### config.mk
export PLATFORM = sky130hd
export DESIGN_NAME = tbb_div
export DESIGN_NICKNAME = d
export VERILOG_FILES = /design/src/rtl/transformed_box_bounds_defines.svh /design/src/rtl/tbb_pkg.sv /design/src/rtl/tbb_div.sv
export SDC_FILE = /design/constraint.sdc
export NUM_CORES = 1
export LEC_CHECK = 0
export BUFFER_PORTS_ARGS = -buffer_cell sky130_fd_sc_hd__buf_4
export CAP_MARGIN = 5
export CORE_MARGIN = 4
export CORE_UTILIZATION = 55
export DETAILED_ROUTE_END_ITERATION = 12
export PLACE_DENSITY = 0.79
export SLEW_MARGIN = 20
export SYNTH_ARGS = -nofsm -noshare
export SYNTH_HDL_FRONTEND = slang
export SYNTH_SLANG_ARGS = --single-unit
export TNS_END_PERCENT = 100
### constraint.sdc
create_clock -name clk -period 10.52 [get_ports clk]
set_input_delay 1.578 -clock clk [delete_from_list [all_inputs] [get_ports clk]]
set_output_delay 1.578 -clock clk [all_outputs]
set_load 0.05 [all_outputs]
### src/rtl/transformed_box_bounds_defines.svh
// Assertion macros for the RTL of the box bounds block.
`ifndef TRANSFORMED_BOX_BOUNDS_DEFINES_SVH
`define TRANSFORMED_BOX_BOUNDS_DEFINES_SVH
`ifndef SYNTHESIS
`define TBB_ASSERT_SAME(lbl, ante, cons) \
    lbl: assert property (@(posedge clk) disable iff (!rst_n) (ante) |-> (cons)) \
        else $error("tbb assertion failed");
`define TBB_ASSERT_NEXT(lbl, ante, cons) \
    lbl: assert property (@(posedge clk) disable iff (!rst_n) (ante) |=> (cons)) \
        else $error("tbb assertion failed");
`else
`define TBB_ASSERT_SAME(lbl, ante, cons)
`define TBB_ASSERT_NEXT(lbl, ante, cons)
`endif
`endif

### src/rtl/tbb_pkg.sv
package tbb_pkg;

    localparam int STORE_DEPTH = 22;
    localparam int IDX_W = 5;
    localparam logic [IDX_W-1:0] IDX_OFFSET_X = 5'd16;
    localparam logic [IDX_W-1:0] IDX_GAIN_X = 5'd17;
    localparam logic CMD_LOAD = 1'b0;
    localparam logic CMD_COMPUTE = 1'b1;

    // Status of the serial divider as seen by the sequencer.
    typedef struct packed {
        logic busy;
        logic done;
    } div_stat_t;

endpackage

### src/rtl/tbb_div.sv
module tbb_div #(
    parameter int VALUE_WIDTH = 32,
    parameter int FRACTION_BITS = 16
) (
    input  logic                          clk,
    input  logic                          rst_n,
    input  logic                          start,
    input  logic signed [VALUE_WIDTH-1:0] num,
    input  logic signed [VALUE_WIDTH-1:0] den,
    output logic signed [VALUE_WIDTH-1:0] quot,
    output tbb_pkg::div_stat_t            stat
);
    import tbb_pkg::*;

    localparam int VW = VALUE_WIDTH;
    localparam int NW = VALUE_WIDTH + FRACTION_BITS;
    localparam int CW = $clog2(NW + 1);

    logic [NW-1:0] num_reg, q_reg;
    logic [VW-1:0] den_reg, rem_reg;
    logic [CW-1:0] cnt_reg;
    logic          neg_reg, busy_reg, done_reg;
    logic [VW-1:0] num_mag, den_mag;
    logic [VW:0]   trial;
    logic          fits;

    assign num_mag = num[VW-1] ? (VW'(0) - num) : num;
    assign den_mag = den[VW-1] ? (VW'(0) - den) : den;
    assign trial = {rem_reg, num_reg[NW-1]};
    assign fits = trial >= {1'b0, den_reg};

    // One quotient bit per cycle, restoring form.
    always_ff @(posedge clk or negedge rst_n) begin
        if (!rst_n) begin
            busy_reg <= 1'b0;
            done_reg <= 1'b0;
            cnt_reg <= '0;
        end
        else begin
            done_reg <= 1'b0;
            if (start && !busy_reg) begin
                busy_reg <= 1'b1;
                cnt_reg <= CW'(NW);
            end
            else if (busy_reg) begin
                cnt_reg <= cnt_reg - 1'b1;
                if (cnt_reg == CW'(1)) begin
                    busy_reg <= 1'b0;
                    done_reg <= 1'b1;
                end
            end
        end
    end

    always_ff @(posedge clk) begin
        if (start && !busy_reg) begin
            num_reg <= {num_mag, {FRACTION_BITS{1'b0}}};
            den_reg <= den_mag;
            rem_reg <= '0;
            q_reg <= '0;
            neg_reg <= (num != '0) && (num[VW-1] != den[VW-1]);
        end
        else if (busy_reg) begin
            num_reg <= {num_reg[NW-2:0], 1'b0};
            if (fits) begin
                rem_reg <= VW'(trial - {1'b0, den_reg});
                q_reg <= {q_reg[NW-2:0], 1'b1};
            end
            else begin
                rem_reg <= trial[VW-1:0];
                q_reg <= {q_reg[NW-2:0], 1'b0};
            end
        end
    end

    always_comb begin
        if (neg_reg) begin
            if (q_reg > (NW'(1) << (VW - 1))) begin
                quot = {1'b1, {(VW-1){1'b0}}};
            end
            else begin
                quot = VW'(NW'(0) - q_reg);
            end
        end
        else begin
            if (q_reg > NW'({1'b0, {(VW-1){1'b1}}})) begin
                quot = {1'b0, {(VW-1){1'b1}}};
            end
            else begin
                quot = q_reg[VW-1:0];
            end
        end
    end

    assign stat.busy = busy_reg;
    assign stat.done = done_reg;

endmodule

==> flow_summary.ini <==
[pwr]
ir_drop_mv = 0.148
p_leak_nw = 4.47
p_per_area_nw_per_um2 = 270

[global_route]
grt_max_degree = 70
grt_antenna_before_repair = 0
track_usage = 0.222
grt_pass1_vias = 7982
grt_pass1_wl_mm = 37.5
overflow = 0

[worst_hold_path]
whs_path_depth = 2
holdPathEnd = q_reg[32]
hp-class = reg -> reg
min-delay-start = q_reg[32]

[yosys]
synth_edf_count = 65
synth.net_count = 1266
synth_area_per_cell_sq_um = 8.44
synth_common_cells = 208 x nand2_1, 161 x o21ai_0, 80 x dfxtp_1
syn_inst = 1161
yosysMostFrequentCell = nand2_1
syn_area_sq_um = 9800
ys_ff_latch = 153
synthTopCellsByArea = edfxtp_1 20%, dfxtp_1 16%, o21ai_0 8.2%
synth_ff_type = dfxtp_1
async_flop_share = 0.0523
ys_seq_area_frac = 0.383
ys_types = 66
synth_top_cell_by_area = edfxtp_1
synth_top_area_frac = 0.199
yosys_warnings = 0

[timing]
maxSlewViolCount = 0
period_needed_ns = 6.00
skew_ns = 0.00728
worstMarginPinSlew_ns = 1.02
rsz0062_at_grt = no
max_freq_mhz = 167
setup_viol = 0
post-route-period-util = 0.570
setup_tns_ns = 0
finalHoldViolations = 0
relSlewSlack = 0.322

[setup_path]
ff2ff_setup_slack_ns = 7.11
crit_slowest_cell = or2_2
slowest_delay_ns = 0.72
required_ns = 8.94
reg2regPathDepth = 10
r2r-end = rem_reg[20]
startpoint_type = flip-flop
reg2reg_from = den_reg[0]
path_class = reg -> out
crit_chain = inv_1 -> ha_1 -> or3b_2 -> nor4_1 -> nand4_1 -> o41ai_1 -> nand2b_1 -> or2_2 -> o311ai_0 -> buf_4
crit_arrival_ns = 4.42
cp-end-kind = output pin
cp_max_fo = 31

[floorplanning]
ios = 101
dieArea_sq_um = 20000
die_x_microns = 141
fp.dieH_microns = 141
core_sq_um = 17400
fp-row-count = 48
start_util = 0.564

[routing]
drt_iter0_markers = 655
via_per_inst = 5.97
final_antenna_net_count = 0
first_pass_iters = 5
dr_total_vias = 8681
avgRoutedWirePerCell_microns = 15.3
drc = 0
drt-total-wl_mm = 22.2

[finish]
fin_util = 0.637
drive_gt1_frac = 0.124
n_antenna_cell = 0
largest_register_ff_count = 48
fillers = 1511
area_delta_synth_final_pct = 12.8
final_net_count = 1322

[clock_network]
tritoncts = yes
path_clk_slew_ns = 0.06
ctsLongestPathBuffers = 2
clk_latency_ns = 0.42
htreeDepth = 4
cts_setup_buffers = 0
root_buffer = clkbuf_16
cts.sinks = 153
cts_buffers = 17
post_cts_resized = 0
hold_buffers = 0

[placed_design]
portBuffers = 100
hpwl_mm = 15.4
gp_congestion = 0.949

[run]
max_cap_viol_count = 0

[status]
status = finished clean
==> worst max-delay path: cells and delay by family, from the launching register on <==
| family | cells | cell delay (ns) |
|---|---|---|
| AOI/OAI and AO/OA | 2 | 0.75 |
| DFF | 1 | 0.33 |
| adders and majority gates | 1 | 0.19 |
| and+or+nand+nor | 5 | 2.32 |
| buffers and inverters | 2 | 0.40 |
==> worst max-delay path by stage <==
stage | from | endpoint | slack (ns)
3_5_place_dp | q_reg[1] | quot[20] | 5.03
6_report | q_reg[1] | quot[20] | 4.52
5_1_grt | q_reg[1] | quot[19] | 4.26
2_1_floorplan | q_reg[1] | quot[11] | 4.62
4_1_cts | q_reg[1] | quot[2] | 4.57
3_3_place_gp | q_reg[1] | quot[20] | 5.16
==> metal layers <==
metal  wire length, microns  up-vias  track usage
li1                       -     4328            -
met1                  10200     4055        0.306
met2                  10300      264        0.359
met3                   1440       34       0.0455
met4                    384        0       0.0581
met5                      0        -            0
==> stage by stage <==
| stage | cells | power (mW) | cell area, sq um | worst slack (ns) | hold WS, ns |
|---|---|---|---|---|---|
| global placement | 1423 | 2.38 | 10500 | 5.16 | 0.460 |
| detailed placement | 1423 | 2.41 | 10500 | 5.03 | 0.465 |
| floorplan | 1161 | 2.12 | 9800 | 4.62 | 0.435 |
| finish | 1455 | 2.99 | 11100 | 4.52 | 0.480 |
| global route | 1455 | 3.22 | 11100 | 4.26 | 0.500 |
| CTS | 1455 | 2.99 | 11100 | 4.57 | 0.477 |
==> report_power, final <==
group | internal, mW | switching, mW | leakage, nW
logic | 0.548 | 0.783 | 2.79
clock network | 0.321 | 0.238 | 0.249
registers | 0.881 | 0.218 | 1.44
==> cells in the final DEF, fill, tap and decap left out, types with 8 or more instances in the layout <==
| master | n |
|---|---|
| nand2_1 | 208 |
| o21ai_0 | 161 |
| buf_4 | 107 |
| dfxtp_1 | 80 |
| edfxtp_1 | 65 |
| inv_1 | 62 |
| xor2_1 | 44 |
| nor2_1 | 44 |
| xnor2_1 | 42 |
| ha_1 | 37 |
| a21oi_1 | 28 |
| nor3_1 | 25 |
| o311ai_0 | 24 |
| o31ai_1 | 22 |
| mux2i_1 | 20 |
| or3_1 | 17 |
| a21o_1 | 17 |
| clkbuf_16 | 17 |
| or4_1 | 16 |
| nand3_1 | 14 |
| nor4_1 | 13 |
| a32oi_1 | 13 |
| o41ai_1 | 12 |
| a31oi_1 | 9 |
| nand4_1 | 8 |
| nand2b_1 | 8 |
==> kinds of logic after synthesis <==
family,synth area share
buffers and inverters,0.0625
and+or+nand+nor,0.187
adders and majority gates,0.0493
DFF,0.383
xor gates and xnor gates,0.0769
muxes,0.0204
AOI/OAI and AO/OA,0.221
==> cell type report <==
| cell class | instances | area, sq um | share of cell area |
|---|---|---|---|
| well taps | 225 | 282 | 0.0255 |
| flip-flops and latches | 153 | 3750 | 0.340 |
| clock buffers | 18 | 429 | 0.0388 |
| multi-input cells | 875 | 5440 | 0.492 |
| inverters | 63 | 236 | 0.0214 |
| clock inverters | 14 | 109 | 0.00985 |
| repair buffers | 107 | 803 | 0.0727 |
Power figures use the tool's default switching activity.
